## src/design/four_channel_pid_heater_control_unit_defines.svh

```systemverilog
// Assertion macros for the heater control RTL.
`ifndef FOUR_CHANNEL_PID_HEATER_CONTROL_UNIT_DEFINES_SVH
`define FOUR_CHANNEL_PID_HEATER_CONTROL_UNIT_DEFINES_SVH

// Plain property, checked out of reset.
`define HCTL_ASSERT(lbl, prop, msg) \
  lbl: assert property (@(posedge clk_i) disable iff (!rst_ni) (prop)) else $error(msg);

// Condition in one cycle implies a consequence in the next.
`define HCTL_ASSERT_NEXT(lbl, pre, post, msg) \
  lbl: assert property (@(posedge clk_i) disable iff (!rst_ni) (pre) |=> (post)) else $error(msg);

`endif

```

## src/design/hctl_pkg.sv

```systemverilog
package hctl_pkg;

  localparam int unsigned NUM_CH   = 4;
  localparam int unsigned CH_IDX_W = $clog2(NUM_CH);
  localparam int unsigned SP_W     = 14;
  localparam int unsigned TEMP_W   = 16;
  localparam int unsigned GAIN_W   = 16;
  localparam int unsigned INTV_W   = 20;
  localparam int unsigned ERR_W    = 18;
  localparam int unsigned NOW_W    = 32;
  localparam int unsigned APB_DW   = 32;
  localparam int unsigned APB_AW   = 5;

  localparam int unsigned DEF_INTEGRAL_WIDTH = 32;
  localparam int unsigned DEF_TIME_WIDTH     = 32;

  localparam logic signed [SP_W-1:0]   SP_MAX     = 14'sd5120;
  localparam logic signed [SP_W-1:0]   SP_MIN     = -14'sd5120;
  localparam logic signed [TEMP_W-1:0] TEMP_BB_HI = 16'sd6400;
  localparam logic signed [TEMP_W-1:0] TEMP_BB_LO = -16'sd6400;

  typedef enum logic [2:0] {
    REG_SP0      = 3'd0,
    REG_SP1      = 3'd1,
    REG_SP2      = 3'd2,
    REG_SP3      = 3'd3,
    REG_GAIN_P   = 3'd4,
    REG_GAIN_I   = 3'd5,
    REG_GAIN_D   = 3'd6,
    REG_INTERVAL = 3'd7
  } reg_idx_e;

  typedef struct packed {
    logic [NUM_CH-1:0][SP_W-1:0] setpoint;
    logic [GAIN_W-1:0]           gain_p;
    logic [GAIN_W-1:0]           gain_i;
    logic [GAIN_W-1:0]           gain_d;
    logic [INTV_W-1:0]           interval;
  } cfg_t;

  typedef struct packed {
    logic [SP_W-1:0]   setpoint;
    logic [GAIN_W-1:0] gain_p;
    logic [GAIN_W-1:0] gain_i;
    logic [GAIN_W-1:0] gain_d;
  } chan_cfg_t;

  typedef struct packed {
    logic heat;
    logic bang;
  } chan_res_t;

endpackage

```

## src/design/hctl_channel.sv

```systemverilog
module hctl_channel #(
  parameter int unsigned INTEGRAL_WIDTH = hctl_pkg::DEF_INTEGRAL_WIDTH
) (
  input  logic                        clk_i,
  input  logic                        rst_ni,
  input  hctl_pkg::chan_cfg_t         cfg_i,
  input  logic [hctl_pkg::TEMP_W-1:0] temp_i,
  input  logic                        step_i,
  output hctl_pkg::chan_res_t         res_o
);

  localparam int unsigned IW  = INTEGRAL_WIDTH;
  localparam int unsigned DW  = hctl_pkg::ERR_W + 1;
  localparam int unsigned PW  = hctl_pkg::GAIN_W + hctl_pkg::ERR_W;
  localparam int unsigned IPW = hctl_pkg::GAIN_W + IW;
  localparam int unsigned DPW = hctl_pkg::GAIN_W + DW;
  localparam int unsigned YW  = IW + 18;

  localparam logic signed [IW-1:0] INT_MAX = {1'b0, {(IW-1){1'b1}}};
  localparam logic signed [IW-1:0] INT_MIN = {1'b1, {(IW-1){1'b0}}};

  logic signed [IW-1:0]                 integral_q, integral_d;
  logic signed [hctl_pkg::ERR_W-1:0]    last_err_q;
  logic signed [hctl_pkg::SP_W-1:0]     sp;
  logic signed [hctl_pkg::TEMP_W-1:0]   temp;
  logic signed [hctl_pkg::GAIN_W-1:0]   gp, gi, gd;
  logic signed [hctl_pkg::ERR_W-1:0]    err;
  logic signed [IW:0]                   s_wide;
  logic signed [DW-1:0]                 deriv;
  logic signed [PW-1:0]                 prod_p;
  logic signed [IPW-1:0]                prod_i;
  logic signed [DPW-1:0]                prod_d;
  logic signed [YW-1:0]                 y;
  logic                                 is_bang;
  logic                                 pid_heat;

  assign sp   = $signed(cfg_i.setpoint);
  assign temp = $signed(temp_i);
  assign gp   = $signed(cfg_i.gain_p);
  assign gi   = $signed(cfg_i.gain_i);
  assign gd   = $signed(cfg_i.gain_d);

  assign is_bang = (temp < hctl_pkg::TEMP_BB_LO) || (temp > hctl_pkg::TEMP_BB_HI);

  assign err    = hctl_pkg::ERR_W'(sp) - hctl_pkg::ERR_W'(temp);
  assign s_wide = (IW+1)'(integral_q) + (IW+1)'(err);
  assign deriv  = DW'(err) - DW'(last_err_q);

  always_comb begin
    if (s_wide[IW] != s_wide[IW-1]) begin
      integral_d = s_wide[IW] ? INT_MIN : INT_MAX;
    end else begin
      integral_d = s_wide[IW-1:0];
    end
  end

  assign prod_p = gp * err;
  assign prod_i = gi * integral_d;
  assign prod_d = gd * deriv;
  assign y      = YW'(prod_p) + YW'(prod_i) + YW'(prod_d);

  assign pid_heat = !y[YW-1] && (y != '0);

  assign res_o.bang = is_bang;
  assign res_o.heat = is_bang ? (temp <= sp) : pid_heat;

  always_ff @(posedge clk_i or negedge rst_ni) begin
    if (!rst_ni) begin
      integral_q <= '0;
      last_err_q <= '0;
    end else if (step_i && !is_bang) begin
      integral_q <= integral_d;
      last_err_q <= err;
    end
  end

endmodule

```

## config.mk

```make
export PLATFORM = sky130hd
export DESIGN_NAME = hctl_channel
export DESIGN_NICKNAME = d
export VERILOG_FILES = /design/src/design/four_channel_pid_heater_control_unit_defines.svh /design/src/design/hctl_pkg.sv /design/src/design/hctl_channel.sv
export SDC_FILE = /design/constraint.sdc
export NUM_CORES = 2
export LEC_CHECK = 0
export BUFFER_PORTS_ARGS = -buffer_cell sky130_fd_sc_hd__buf_2
export CORE_MARGIN = 1.5
export CORE_UTILIZATION = 57
export DETAILED_ROUTE_END_ITERATION = 10
export GPL_TIMING_DRIVEN = 0
export PLACE_DENSITY = 0.73
export SLEW_MARGIN = 20
export SYNTH_ARGS = -nofsm -noshare
export SYNTH_HDL_FRONTEND = slang
export SYNTH_SLANG_ARGS = --single-unit
```

## constraint.sdc

```tcl
create_clock -name clk_i -period 41.4 [get_ports clk_i]
set_input_delay 8.28 -clock clk_i [delete_from_list [all_inputs] [get_ports clk_i]]
set_output_delay 8.28 -clock clk_i [all_outputs]
set_load 0.05 [all_outputs]
```

## After elaboration in Yosys (flattened, before gate mapping)

Cells that the tools add are included.
Widths: inputs -> output; s select.

- Magnitude comparators: 3
- Multiply operators: 3
- Multiplexer cells: 3
- Equality and inequality tests: 1
- Add/sub/neg operators: 5
- Reduce and logical (&&, ||, !) cells: 6

Operators with widths:

| kind | number |
|---|---|
| $mux 32 | 2 |
| $add 49x34->50 | 1 |
| $reduce_bool 50->1 | 1 |
| $add 33x48->49 | 1 |
| $mul 16x32->48 | 1 |
| $mul 16x18->34 | 1 |
| $add 32x17->33 | 1 |
| $mul 16x17->33 | 1 |
| $sub 17x17->18 | 1 |
| $sub 14x16->17 | 1 |
| $gt 16x14->1 const B | 1 |
| $le 16x14->1 | 1 |
| $lt 16x14->1 const B | 1 |
| $logic_and 1x1->1 | 2 |
| $logic_not 1->1 | 2 |
| $logic_or 1x1->1 | 1 |
| $mux 1 | 1 |
| $ne 1x1->1 | 1 |

- Input bits: 81
- Register bits after elaboration: 49
- Output and inout port bits: 2
- Logic and storage cells: 23

## Logic depth before layout (Yosys ltp)

- Depth in word-level cells: 10
- Mapped depth: 62
- Gate-level depth less buffers: 59

## Worst setup path after synthesis

Ideal clock, no wire load.

- Path type: input-to-output
- Start: in cfg_i[48] (netlist bit)
- End: out res_o[1] (netlist bit)
- Path buffers: 3
- Cell stages on the path: 59
- Arrival: 22.776 ns
- Data required time: 33.120 ns
- Path slack: 10.344 ns
- Cells stage by stage: inv_1 > ha_1 > fa_1 > nor2b_1 > o21ai_0 > a21boi_0 > o21ai_0 > a21boi_0 > o21ai_0 > a21oi_1 > o21ai_0 > nor2_1 > a2bb2oi_1 > inv_1 > clkbuf_1 > ha_1 > a211oi_1 > nand2_1 > [... 23 more ...] > fa_1 > fa_1 > inv_1 > fa_1 > fa_1 > inv_1 > ha_1 > and4_1 > and2_1 > or3b_1 > o21ai_1 > o31ai_1 > or3_1 > a2111oi_0 > nand4_1 > nor4_1 > a21boi_1 > a211o_1

RTL lines:

| item | RTL line | source |
|---|---|---|
| start, declared | hctl_channel.sv:6 | `input hctl_pkg::chan_cfg_t cfg_i,` |
| end, declared | hctl_channel.sv:9 | `output hctl_pkg::chan_res_t res_o` |

==> results.ini <==
[layout]
syn_to_final_growth_pct = 4.03
ff_latch_area_um2 = 1230
nets = 6752
multi_input_area_um2 = 40100
layout-drive-gt1-share_pct = 3.69
fill_cells = 7003

[sta]
final_hold_viol_count = 0
relSlewSlack_pct = 15.6
setup_viol = 0
setup_tns_ps = 0
clock.fmax_ghz = 0.0281
final_max_slew_viol_count = 0
rsz0062_at_grt = false
period_share_pct = 85.8
period_minus_slack_ps = 35540
fin_skew_ps = 6.53
worstMarginPinSlew_ps = 1270

[setup_path]
max_stage_delay_ps = 950
crit_arrival_ps = 27260
cp.required_ps = 33120
slowest_stage = clkbuf_1
cp-start-kind = input pin
worst-path-max-fanout = 11
crit_top_cell = fa_1
critPathKind = input pin to output pin
crit_path_end_kind = output pin

[clock_network]
cts_tree = yes
cts-root-buf = clkbuf_16
clock_path_buffers = 2
cts_resized = 0
path_clk_slew_ps = 90
hold_buffers = 0
clock-sinks = 49
insertion_delay_ps = 320
cts_max_level = 2
post_cts_buffers = 0
numCtsBuffers = 5

[place]
port_buffers = 58
place_congestion = 1.04
dpl.hpwl_um = 129000

[global_route]
grt_overflow = 0
grt_max_degree = 50
grt_pass1_vias = 37400
grtUsageTotal_pct = 36.7
antenna_found_initial = 8
grt_first_pass_wirelength_um = 225000

[drt]
first_pass_iters = 7
vias = 35000
routedWlPerCell_um = 23.5
first_iter_violations = 3073
ant_nets = 0
via_per_inst = 5.69
routed_wl_um = 145000
drc = 0

[floorplan]
die_area_um2 = 83800
rows = 104
die_w_um = 290
start_util_pct = 57.8
ioPinCount = 83
core-area_um2 = 80900
dieHeight_um = 290

[yosys]
synth-seq-cells = 49
async_reset_ff_share_pct = 100
synth_nets = 6684
synth_area_per_cell_um2 = 9.32
ys_seq_area_share_pct = 2.62
ys_warn_count = 0
synth_edf_count = 0
ys.flop_type = dfrtp_1
ys_types = 85
netlist_area_um2 = 46800
syn-instance-count = 5023

[run]
cap_violations = 0

[hold_path]
hp-class = flip-flop to flip-flop

[status]
outcome = complete, no violations

## cell type report
type | count | area share, %
repair buffers | 61 | 0.689
plain buffers | 209 | 1.71
flip-flops and latches | 49 | 2.52
clock inverters | 2 | 0.0283
diodes | 5 | 0.0257
well taps | 1060 | 2.72
multi-input cells | 3499 | 82.3
inverters | 1266 | 9.76
clock buffers | 6 | 0.265
## cells in the mapped netlist (all sizes together), types with 46 or more instances
cell type,instances,area (um2)
nor2b,58,363
dfrtp,49,1230
o21ai,115,613
fa,1281,25600
nand3,51,260
ha,299,3740
nand2,686,2570
nor2,100,375
mux2,50,563
clkbuf,179,672
and2,336,2100
nand2b,46,288
a21oi,91,463
inv,1263,4740
## cells by family after synthesis
kind of cell	share of synthesized area, %
and+or+nand+nor	14.5
xor gates and xnor gates	1.24
DFF	2.62
buffers and inverters	11.9
adders and majority gates	62.8
AOI/OAI and AO/OA	5.61
muxes	1.33
## routing by layer
metal	track usage [%]	wire length [um]
met1	47.8	53300
met2	57.5	66500
met3	9.32	16100
met4	17.9	8830
met5	0	214
## placed cells by master (no fill, tap or decap), drive strengths merged, types with 7 or more instances in the layout
cell    count
ha        299
a211o       7
o31ai      10
buf        91
or2         7
and3       21
nand2b     46
and2      336
nor4       12
o21ai     115
or3        18
nor2      100
a211oi     19
mux2       50
nand2     686
nor3       25
fa       1281
clkbuf    185
inv      1264
xor2       23
nand3      51
a31oi       8
dfrtp      49
a21o       38
a21boi     17
a21oi      91
o211ai     10
xnor2      43
nor2b      58
nand4      25
o21a       22
## final timing paths
check | from | depth (start not counted) | slack (ps) | to
worst max-delay path | cfg_i[48] | 59 | 5860 | res_o[1]
worst min-delay path | last_err_q[16]$_DFFE_PN0P_ | 2 | 510 | last_err_q[16]$_DFFE_PN0P_
worst max register to register | integral_q[1]$_DFFE_PN0P_ | 18 | 35160 | integral_q[0]$_DFFE_PN0P_
worst min register to register | last_err_q[16]$_DFFE_PN0P_ | 2 | 510 | last_err_q[16]$_DFFE_PN0P_
max in group asynchronous | rst_ni | 1 | 32790 | integral_q[30]$_DFFE_PN0P_
min in group asynchronous | rst_ni | 1 | 8010 | last_err_q[7]$_DFFE_PN0P_
## critical path, delay by kind of cell
kind	cells	cell delay [ps]
fa+ha+maj	14	6500
simple gates	10	2510
buf+inv	11	2920
xor+xnor	2	760
compound gates	22	6260
## sequential cells by signal, indices dropped and copies added (netlist names)
register and count:
integral_q 32, last_err_q 17
## metrics by stage
stage	instances	cell area, um2	setup slack, ps	hold WS (ps)	util, %
2_1_floorplan	5023	46800	10340	450	-
3_3_place_gp	6141	48400	6140	476	59.8
3_5_place_dp	6144	48500	6140	493	59.9
4_1_cts	6152	48600	6060	513	60.1
5_1_grt	6153	48700	5120	523	60.1
6_report	6157	48700	5860	514	60.2
Power is not shown: default switching activity piles up to over one toggle a cycle in this logic, so the estimate is an artifact.
