===== config.mk =====
export PLATFORM = sky130hd
export DESIGN_NAME = hctl_cfg_regs
export DESIGN_NICKNAME = d
export VERILOG_FILES = /design/src/design/four_channel_pid_heater_control_unit_defines.svh /design/src/design/hctl_pkg.sv /design/src/design/hctl_cfg_regs.sv
export SDC_FILE = /design/constraint.sdc
export NUM_CORES = 1
export LEC_CHECK = 0
export BUFFER_PORTS_ARGS = -buffer_cell sky130_fd_sc_hd__buf_2
export CAP_MARGIN = 20
export CELL_PAD_IN_SITES_DETAIL_PLACEMENT = 0
export CELL_PAD_IN_SITES_GLOBAL_PLACEMENT = 1
export CORE_MARGIN = 2
export CORE_UTILIZATION = 41
export DETAILED_ROUTE_END_ITERATION = 8
export PLACE_DENSITY = 0.79
export SETUP_SLACK_MARGIN = 0.05
export SYNTH_ARGS = -nofsm -noshare
export SYNTH_HDL_FRONTEND = slang
export SYNTH_SLANG_ARGS = --single-unit

===== constraint.sdc =====
create_clock -name clk_i -period 2 [get_ports clk_i]
set_input_delay 0.2 -clock clk_i [delete_from_list [all_inputs] [get_ports clk_i]]
set_output_delay 0.2 -clock clk_i [all_outputs]
set_load 0.005 [all_outputs]

===== src/design/four_channel_pid_heater_control_unit_defines.svh =====
// Assertion macros for the heater control RTL.
`ifndef FOUR_CHANNEL_PID_HEATER_CONTROL_UNIT_DEFINES_SVH
`define FOUR_CHANNEL_PID_HEATER_CONTROL_UNIT_DEFINES_SVH

// Plain property, checked out of reset.
`define HCTL_ASSERT(lbl, prop, msg) \
  lbl: assert property (@(posedge clk_i) disable iff (!rst_ni) (prop)) else $error(msg);

// Condition in one cycle implies a consequence in the next.
`define HCTL_ASSERT_NEXT(lbl, pre, post, msg) \
  lbl: assert property (@(posedge clk_i) disable iff (!rst_ni) (pre) |=> (post)) else $error(msg);

`endif


===== src/design/hctl_pkg.sv =====
package hctl_pkg;

  localparam int unsigned NUM_CH   = 4;
  localparam int unsigned CH_IDX_W = $clog2(NUM_CH);
  localparam int unsigned SP_W     = 14;
  localparam int unsigned TEMP_W   = 16;
  localparam int unsigned GAIN_W   = 16;
  localparam int unsigned INTV_W   = 20;
  localparam int unsigned ERR_W    = 18;
  localparam int unsigned NOW_W    = 32;
  localparam int unsigned APB_DW   = 32;
  localparam int unsigned APB_AW   = 5;

  localparam int unsigned DEF_INTEGRAL_WIDTH = 32;
  localparam int unsigned DEF_TIME_WIDTH     = 32;

  localparam logic signed [SP_W-1:0]   SP_MAX     = 14'sd5120;
  localparam logic signed [SP_W-1:0]   SP_MIN     = -14'sd5120;
  localparam logic signed [TEMP_W-1:0] TEMP_BB_HI = 16'sd6400;
  localparam logic signed [TEMP_W-1:0] TEMP_BB_LO = -16'sd6400;

  typedef enum logic [2:0] {
    REG_SP0      = 3'd0,
    REG_SP1      = 3'd1,
    REG_SP2      = 3'd2,
    REG_SP3      = 3'd3,
    REG_GAIN_P   = 3'd4,
    REG_GAIN_I   = 3'd5,
    REG_GAIN_D   = 3'd6,
    REG_INTERVAL = 3'd7
  } reg_idx_e;

  typedef struct packed {
    logic [NUM_CH-1:0][SP_W-1:0] setpoint;
    logic [GAIN_W-1:0]           gain_p;
    logic [GAIN_W-1:0]           gain_i;
    logic [GAIN_W-1:0]           gain_d;
    logic [INTV_W-1:0]           interval;
  } cfg_t;

  typedef struct packed {
    logic [SP_W-1:0]   setpoint;
    logic [GAIN_W-1:0] gain_p;
    logic [GAIN_W-1:0] gain_i;
    logic [GAIN_W-1:0] gain_d;
  } chan_cfg_t;

  typedef struct packed {
    logic heat;
    logic bang;
  } chan_res_t;

endpackage


===== src/design/hctl_cfg_regs.sv =====
module hctl_cfg_regs (
  input  logic                       clk_i,
  input  logic                       rst_ni,
  input  logic                       psel,
  input  logic                       penable,
  input  logic                       pwrite,
  input  logic [hctl_pkg::APB_AW-1:0] paddr,
  input  logic [hctl_pkg::APB_DW-1:0] pwdata,
  output logic [hctl_pkg::APB_DW-1:0] prdata,
  output logic                       pready,
  output hctl_pkg::cfg_t             cfg_o
);

  hctl_pkg::cfg_t     cfg_q, cfg_d;
  hctl_pkg::reg_idx_e idx;
  logic signed [hctl_pkg::SP_W-1:0] wr_sp;
  logic [hctl_pkg::CH_IDX_W-1:0]    ch_idx;
  logic                             wr_en;

  assign idx    = hctl_pkg::reg_idx_e'(paddr[hctl_pkg::APB_AW-1:2]);
  assign ch_idx = paddr[hctl_pkg::CH_IDX_W+1:2];
  assign wr_sp  = $signed(pwdata[hctl_pkg::SP_W-1:0]);
  assign wr_en  = psel && penable && pwrite && pready;
  assign pready = 1'b1;

  always_comb begin
    cfg_d = cfg_q;
    if (wr_en) begin
      unique case (idx) inside
        hctl_pkg::REG_SP0, hctl_pkg::REG_SP1, hctl_pkg::REG_SP2, hctl_pkg::REG_SP3: begin
          // out-of-range setpoints are dropped
          if (wr_sp >= hctl_pkg::SP_MIN && wr_sp <= hctl_pkg::SP_MAX) begin
            cfg_d.setpoint[ch_idx] = wr_sp;
          end
        end
        hctl_pkg::REG_GAIN_P:   cfg_d.gain_p   = pwdata[hctl_pkg::GAIN_W-1:0];
        hctl_pkg::REG_GAIN_I:   cfg_d.gain_i   = pwdata[hctl_pkg::GAIN_W-1:0];
        hctl_pkg::REG_GAIN_D:   cfg_d.gain_d   = pwdata[hctl_pkg::GAIN_W-1:0];
        hctl_pkg::REG_INTERVAL: cfg_d.interval = pwdata[hctl_pkg::INTV_W-1:0];
        default: ;
      endcase
    end
  end

  always_comb begin
    unique case (idx) inside
      hctl_pkg::REG_SP0, hctl_pkg::REG_SP1, hctl_pkg::REG_SP2, hctl_pkg::REG_SP3: begin
        prdata = hctl_pkg::APB_DW'(cfg_q.setpoint[ch_idx]);
      end
      hctl_pkg::REG_GAIN_P:   prdata = hctl_pkg::APB_DW'(cfg_q.gain_p);
      hctl_pkg::REG_GAIN_I:   prdata = hctl_pkg::APB_DW'(cfg_q.gain_i);
      hctl_pkg::REG_GAIN_D:   prdata = hctl_pkg::APB_DW'(cfg_q.gain_d);
      hctl_pkg::REG_INTERVAL: prdata = hctl_pkg::APB_DW'(cfg_q.interval);
      default:                prdata = '0;
    endcase
  end

  always_ff @(posedge clk_i or negedge rst_ni) begin
    if (!rst_ni) begin
      cfg_q <= '0;
    end else begin
      cfg_q <= cfg_d;
    end
  end

  assign cfg_o = cfg_q;

endmodule


== After elaboration in Yosys (flattened, before gate mapping) ==
Cells that the tools add are included.

* Bits in registers: 124

* Reduce and logical (&&, ||, !) cells: 11
* Magnitude comparators: 4
* Eq/ne operators: 7
* Multiplexer cells: 6

{| class="wikitable"
|+ Operators with widths
! operator !! number
|-
| $pmux W20 S5 || 1
|-
| $bwmux W56 || 1
|-
| $bmux W14 S2 || 1
|-
| $demux W14 S2 || 1
|-
| $mux W14 || 2
|-
| $ge A14 B14 Y1 const B || 1
|-
| $le A14 B14 Y1 const B || 1
|-
| $eq A3 B3 Y1 const B || 4
|-
| $reduce_and A2 Y1 || 4
|-
| $eq A3 B2 Y1 const B || 2
|-
| $logic_and A1 B1 Y1 || 4
|-
| $reduce_or A4 Y1 || 1
|-
| $eq A3 B1 Y1 const B || 1
|-
| $logic_not A3 Y1 || 1
|-
| $lt A2 B3 Y1 const B || 1
|-
| $reduce_and A3 Y1 || 1
|-
| $ge A2 B1 Y1 const B || 1
|}

== Longest topological paths before layout ==
Gate-level depths: netlist (run 1).

* Word-level depth: 5
* Mapped depth: 7
* Depth with buffers taken out: 4

== Worst setup path before layout (run 1) ==
OpenSTA, ideal clock, no wires.

* Kind: in2reg
* From: in pwdata[13] in the netlist's numbering
* To: reg cfg_q (netlist bit cfg_o[85])
* Setup time: 125 ps
* Arrival time: 1570 ps
* Required time: 1875 ps
* Stages on the path: 6
* Path slack: 305 ps
* Cell sequence: clkbuf_1 > or3b_1 > buf_6 > o21ai_4 > buf_6 > mux2_4

* Longest elaborated chain between the ends: 3

{| class="wikitable"
|+ Ends and longest elaborated chain
! element !! RTL line !! RTL
|-
| start: declaration || hctl_cfg_regs.sv:8 || <nowiki>input logic [hctl_pkg::APB_DW-1:0] pwdata,</nowiki>
|-
| $ge A14 B14 Y1 or $le A14 B14 Y1 (tied branches) || hctl_cfg_regs.sv:32 || <nowiki>if (wr_sp >= hctl_pkg::SP_MIN && wr_sp <= hctl_pkg::SP_MAX) begin</nowiki>
|-
| $logic_and A1 B1 Y1 * || hctl_cfg_regs.sv:32 ||
|-
| $reduce_and A3 Y1 (no source line) * || - ||
|-
| end signal: assignment || hctl_cfg_regs.sv:62 || <nowiki>cfg_q <= cfg_d;</nowiki>
|-
| end: declaration || hctl_cfg_regs.sv:14 || <nowiki>hctl_pkg::cfg_t cfg_q, cfg_d;</nowiki>
|}

Mark *: on every way between the ends. The rest lies on a longest branch, timed or not.
A chain may end at the register's enable or synchronous reset.

== Final worst setup path (run 1) ==
* From: reg cfg_q (netlist bit cfg_o[99])
* To: out prdata[3] in the netlist's numbering

* Longest elaborated chain between the ends: 3

{| class="wikitable"
|+ Ends and longest elaborated chain
! element !! RTL line !! RTL
|-
| $bmux W14 S2 || hctl_cfg_regs.sv:48 || <nowiki>prdata = hctl_pkg::APB_DW'(cfg_q.setpoint[ch_idx]);</nowiki>
|-
| $mux W14 (not written as such) || hctl_cfg_regs.sv:48 ||
|-
| $pmux W20 S5 || hctl_cfg_regs.sv:46 || <nowiki>unique case (idx) inside</nowiki>
|-
| end: declaration || hctl_cfg_regs.sv:9 || <nowiki>output logic [hctl_pkg::APB_DW-1:0] prdata,</nowiki>
|}

No other way between the ends. The select of a mux whose other input is x is not followed.

==> impl_metrics.csv, run 1 <==
group,metric,value,unit
logic_synthesis,ys_seq_elements,124,
cts,post_cts_buffers,0,
logic_synthesis,async_reset_ff_share,100,%
sta,final-hold-violation-count,0,
critical_path,critPathBufInv,1,
place,dp_hpwl,12100,um
critical_path,crit_chain,"mux4_2 > nand2b_1 > nand3_1 > buf_2",
logic_synthesis,syn_area,6040,um^2
floorplan,start_util,41.7,%
sta,period_minus_slack,1.88,ns
sta,rsz0062_at_grt,"no",
power,comb_power_share,19.3,%
power,p_seq_share,41.0,%
logic_synthesis,synth_cells,413,
sta,slew_headroom,52.1,%
global_routing,grt_pass1_wl,26800,um
cells_and_area,layout-drive-gt1-share,58.9,%
cells_and_area,final_core_util,54.0,%
route,drtAntennaViolNets,0,
cts,cts_buffers,17,
cells_and_area,finish.net_count,652,
floorplan,coreArea,14500,um^2
power,power_frac_clock,39.7,%
cells_and_area,largest_reg_flops,124,
route,drc_errors,0,
critical_path,critPathMaxFanout,3,
global_routing,grt_max_degree,111,
critical_path,cp_slowest_stage_delay,0.48,ns
route,drt_iter0_markers,200,
floorplan,std_cell_rows,44,
place,place.port_buffers,171,
route,vias,4371,
critical_path,cp_slowest_cell,"mux4_2",
cts,cts.sinks,124,
global_routing,grt_antenna_before_repair,1,
floorplan,dieWidth,125,um
critical_path,path_class,"register to output pin",
route,wire_per_inst,21.3,um
logic_synthesis,ys_seq_area_share,51.4,%
logic_synthesis,synth_cell_types,41,
route,routed_wl,17200,um
sta,drv_slew,0,
cts,clk_pin_slew,0.05,ns
power,p_int,6050,uW
cells_and_area,area_growth,29.4,%
sta,fmax,532,MHz
job,cap_violations,0,
power,irDropWorstVdd,534,uV
logic_synthesis,syn_area_per_cell,14.6,um^2
route,via_per_inst,5.41,
floorplan,die-area,15700,um^2
sta,timing.final.ws_setup,0.119,ns
global_routing,grt.overflow.total,0,
place,dp.cells,774,
place,dp_slack,-0.00187,ns
cts,insertion_delay,0.41,ns
critical_path,cp-end-kind,"output pin",
power,finalPower,8140,uW
worst_hold_path,min_path_type,"input pin to register",
cells_and_area,fin_cells,808,
sta,finalSetupViolations,0,
power,powerDensity,1040,nW/um^2
sta,fin_setup_tns,0,ns
logic_synthesis,synthFlopType,"dfrtp_1",
sta,period_share,94.0,%
logic_synthesis,synth_edf_count,0,
cts,h-tree-depth,4,
logic_synthesis,yosysWarnings,0,
status,status,"completed",
route,dr.pass1.iters,5,
sta,worst_slew_pin_slew,0.716,ns
critical_path,cp_top_family,"multiplexers",
power,netSwitchingPower,2090,uW
critical_path,required,1.80,ns
cells_and_area,n_fill_cell,1246,
critical_path,cp-start-kind,"register",
critical_path,cp_data_arrival_time,1.68,ns
place,gp_congestion,0.873,
cts,root_buffer,"clkbuf_16",
floorplan,die_h,125,um
power,p_leak,0.00398,uW
floorplan,ios,199,
global_routing,grt_pass1_vias,4586,
sta,finClkSkew,0,ns
global_routing,track_usage,22.4,%
power,swShare,25.7,%
cts,cts_buffer_depth,2,
cts,cts_tree,"built",
-- synth_stat cells, types with 2 or more instances --
library cell,number,area (um^2)
buf_6,8,90.1
o21ai_4,4,65.1
mux2_1,10,113
nand2b_1,16,100
clkbuf_1,8,30.0
nor4_1,2,12.5
mux2_2,70,788
mux2_4,30,450
nand2_1,2,7.51
a32o_1,3,30.0
dfrtp_1,124,3100
a22o_1,9,78.8
a2111oi_4,4,110
and2_1,5,31.3
buf_1,2,7.51
buf_2,4,20.0
nor2_1,3,11.3
mux4_2,14,315
a22oi_1,28,210
a221o_1,2,20.0
buf_4,20,150
inv_1,6,22.5
conb_1,2,7.51
nand3_1,14,70.1
a21oi_1,4,20.0
mux2i_1,4,40.0
-- power groups by stage --
stage	Clock [uW]	Sequential, uW	Combinational, uW
final	3240	3340	1570
after floorplan	0	3340	750
after CTS	3280	3340	1600
after global routing	3400	3400	1710
after detailed placement	0	3370	1580
after global placement	0	3330	1560
-- per-stage QoR --
| stage | area, um^2 | hold WS [ns] |
|---|---|---|
| floorplan | 6080 | -0.0956 |
| global placement | 7180 | 0.0665 |
| detailed placement | 7180 | 0.0670 |
| CTS | 7810 | 0.00399 |
| global route | 7810 | 0.0150 |
| finish | 7820 | 0.0218 |
-- repair_timing --
action / 4_1_cts / 5_1_grt
hold buffers: 1 / 0
endpoints found under the hold margin: 14 / 0
gates resized for setup: 0 / 0
-- cell usage in the layout, fill, tap and decap left out, types with 2 or more instances in the layout --
master     synthesis  final
inv_1              6      6
mux2_2            70     70
dfrtp_1          124    124
conb_1             2     13
mux4_2            14     14
a21oi_1            4      4
a22o_1             9      9
mux2_4            30     30
nor2_2             1      2
o21ai_4            4      4
clkbuf_16          0     17
nand2_1            2      2
buf_2              4    170
nand3_1           14     14
and2_1             5      5
a22oi_1           28     28
clkinv_2           0      3
bufinv_16          0      4
mux2_1            10     10
buf_4             20     36
buf_12             0      2
clkbuf_1           8      5
nor4_1             2      2
nand2b_1          16     16
mux2i_1            4      4
clkbuf_8           0      3
a32o_1             3      3
a221o_1            2      2
a2111oi_4          4      4
nor2_1             3      2
-- cell type report --
| class | count | area, um^2 | share of cell area [%] |
|---|---|---|---|
| Antenna cell | 1 | 2.50 | 0.0320 |
| Inverter | 7 | 26.3 | 0.336 |
| Clock buffer | 25 | 485 | 6.21 |
| Tap cell | 184 | 230 | 2.95 |
| Clock inverter | 7 | 135 | 1.73 |
| Multi-Input combinational cell | 251 | 2660 | 34.1 |
| Sequential cell | 124 | 3100 | 39.7 |
| Timing Repair Buffer | 209 | 1170 | 15.0 |
-- final timing paths --
check                      startpoint  slack (ns)  cells after the start        end
min in group asynchronous      rst_ni        0.19                      2   cfg_o[1]
max                         cfg_o[99]        0.12                      4  prdata[3]
max in group asynchronous      rst_ni        0.97                      3  cfg_o[16]
min                        pwdata[19]        0.02                      2  cfg_o[19]
min reg2reg                 cfg_o[66]        0.52                      1  cfg_o[66]
max reg2reg                 cfg_o[61]        1.19                      1  cfg_o[61]
-- routing by layer --
metal  share of wire (%)  global-route usage (%)  wire, um  up-vias
li1                    -                       -         -     1896
met1                  41                    28.1      7020     2266
met2                  50                    37.4      8660      189
met3                 7.4                    7.57      1280       20
met4                 1.6                    6.08       277        0
met5                   0                       0         0        -
-- cell families (layout without fill, tap and decap cells) --
kind of cell / Yosys count / in the layout / share of synthesized area, %
compound gates: 54 / 54 / 8.85
buf+inv: 49 / 248 / 5.37
flops: 124 / 124 / 51.4
mux: 128 / 128 / 28.3
other cells: 2 / 14 / 0.124
simple gates: 56 / 56 / 6.01
No activity file was read; power rests on OpenSTA's default activity.
==> run 2, diff against run 1 <==
==> constraint.sdc (replaced) <==
create_clock -name clk_i -period 2 [get_ports clk_i]
set_input_delay 0.3 -clock clk_i [delete_from_list [all_inputs] [get_ports clk_i]]
set_output_delay 0.3 -clock clk_i [all_outputs]
set_load 0.005 [all_outputs]
==> run 2 against run 1 <==
Compared with the run above:
- register-to-register slack lost 0.19 ns
- routed wire length grew 5.3%
- critical path depth stayed put
- worst hold slack got worse by 0.058 ns
- critical path type unchanged
- maximum frequency shrank 3.0%
- final cell count rose by 8.5%
- power increased by 3.1%
- largest cell class unchanged
- the flow now finishes with violations (hold timing)
- critical endpoint is now prdata[2]
- flip-flop and latch count stayed put
- combinational power grew 22%
==> impl_metrics.csv, run 2 (same netlist as run 1, synthesis figures left out) <==
group,metric,value,unit
status,status,"finished, violations left",
status,violations,"hold timing",
cts,cts_buffer_depth,2,
power,swShare,26.3,%
global_routing,track_usage,23.1,%
cells_and_area,largest_reg_flops,124,
critical_path,cp-start-kind,"register",
power,netSwitchingPower,2210,uW
cts,root_buffer,"clkbuf_16",
sta,finalSetupViolations,0,
sta,fin_hold_ws,-0.0361,ns
route,wire_per_inst,20.7,um
floorplan,std_cell_rows,44,
place,dp_hpwl,12400,um
route,drtAntennaViolNets,0,
global_routing,grt_max_degree,125,
cells_and_area,layout-drive-gt1-share,64.3,%
sta,period_minus_slack,1.94,ns
route,dr.pass1.iters,4,
cts,h-tree-depth,4,
worst_hold_path,min_path_type,"input pin to asynchronous set/reset pin",
global_routing,grt_pass1_vias,4698,
global_routing,grt.overflow.total,0,
cts,clk_pin_slew,0.05,ns
route,vias,4667,
sta,timing.final.ws_setup,0.0603,ns
power,powerDensity,1000,nW/um^2
cts,cts_buffers,17,
global_routing,grt_antenna_before_repair,1,
cts,insertion_delay,0.42,ns
critical_path,required,1.70,ns
cells_and_area,layout_commonest_cell,"buf_2",
sta,finClkSkew,0,ns
cells_and_area,fin_cells,877,
floorplan,dieWidth,125,um
power,p_leak,0.00437,uW
floorplan,die-area,15700,um^2
power,power_frac_clock,37.8,%
sta,fmax,516,MHz
sta,slew_headroom,54.3,%
route,routed_wl,18200,um
sta,rsz0062_at_grt,"yes",
critical_path,cp_data_arrival_time,1.64,ns
sta,worst_slew_pin_slew,0.683,ns
sta,final-hold-violation-count,15,
power,p_seq_share,39.3,%
place,gp_congestion,0.865,
power,finalPower,8390,uW
cells_and_area,stdcell_area,8390,um^2
place,dp.cells,791,
cells_and_area,finish.net_count,721,
floorplan,die_h,125,um
cts,cts.sinks,124,
floorplan,start_util,41.7,%
critical_path,path_class,"register to output pin",
route,drc_errors,0,
place,dp_slack,-0.0885,ns
critical_path,r2r_cells,3,
floorplan,ios,199,
power,irDropWorstVdd,575,uV
sta,period_share,97.0,%
place,place.port_buffers,171,
cts,cts_tree,"built",
power,comb_power_share,22.8,%
critical_path,cp-end-kind,"output pin",
floorplan,coreArea,14500,um^2
place,place_area,7330,um^2
cells_and_area,area_growth,39.0,%
job,cap_violations,0,
route,drt_iter0_markers,302,
power,p_int,6180,uW
route,via_per_inst,5.32,
global_routing,grt_pass1_wl,27600,um
cts,hold_buffers,0,
critical_path,critPathMaxFanout,3,
cells_and_area,layout_common_cells,"buf_2 (169), dfrtp_1 (124), buf_4 (103)",
sta,drv_slew,0,
-- run 2: worst paths after layout --
path	to	start	slack (ns)
setup / recovery	prdata[2]	cfg_o[112]	0.06
min in group clk_i	cfg_o[17]	pwdata[17]	0.12
setup reg to reg	cfg_o[117]	cfg_o[117]	1.00
hold / removal	cfg_o[39]	rst_ni	-0.04
hold reg to reg	cfg_o[16]	cfg_o[16]	0.52
max in group asynchronous	cfg_o[77]	rst_ni	1.52
-- run 2: timing repair --
action | in CTS | in global routing
gates cloned | 0 | 0
hold endpoints to repair | 0 | 0
setup endpoints to repair | 14 | 16
buffers inserted | 20 | 33
resized for setup | 7 | 3
-- run 2: routing by layer --
layer / GRT usage [%] / up-vias / wire [um]
met5: 0 / - / 0
met2: 36.8 / 197 / 8890
met4: 7.39 / 0 / 393
met3: 8.17 / 29 / 1230
met1: 29.8 / 2404 / 7660
li1: - / 2037 / -
-- run 2: stage by stage --
| stage | utilization, % | setup TNS (ns) |
|---|---|---|
| 6_report | 58.0 | 0 |
| 5_1_grt | 57.9 | 0 |
| 4_1_cts | 56.1 | 0 |
| 3_5_place_dp | 50.7 | -2.80 |
| 3_3_place_gp | 50.7 | -2.84 |
| 2_1_floorplan | - | 0 |
-- run 2: cell type report --
| class | count | area (um^2) |
|---|---|---|
| antenna | 1 | 2.50 |
| clock buffer | 25 | 495 |
| clock inverter | 7 | 110 |
| fill | 1207 | 6090 |
| inverter | 7 | 26.3 |
| multi-input combinational | 251 | 2700 |
| sequential | 124 | 3100 |
| tap | 184 | 230 |
| timing repair buffer | 278 | 1720 |
-- run 2: power by group through the flow --
stage	registers (uW)	clock network [uW]	logic, uW
finish	3300	3170	1920
global route	3360	3330	2070
CTS	3310	3210	1760
detailed placement	3370	0	1610
global placement	3330	0	1580
floorplan	3340	0	750
-- run 2: worst max-delay path, stage by stage, from the launching register on --
cell      delay (ns)
dfrtp_1         0.39
mux4_2          0.51
nand2b_1        0.09
nand3_1         0.08
buf_2           0.14
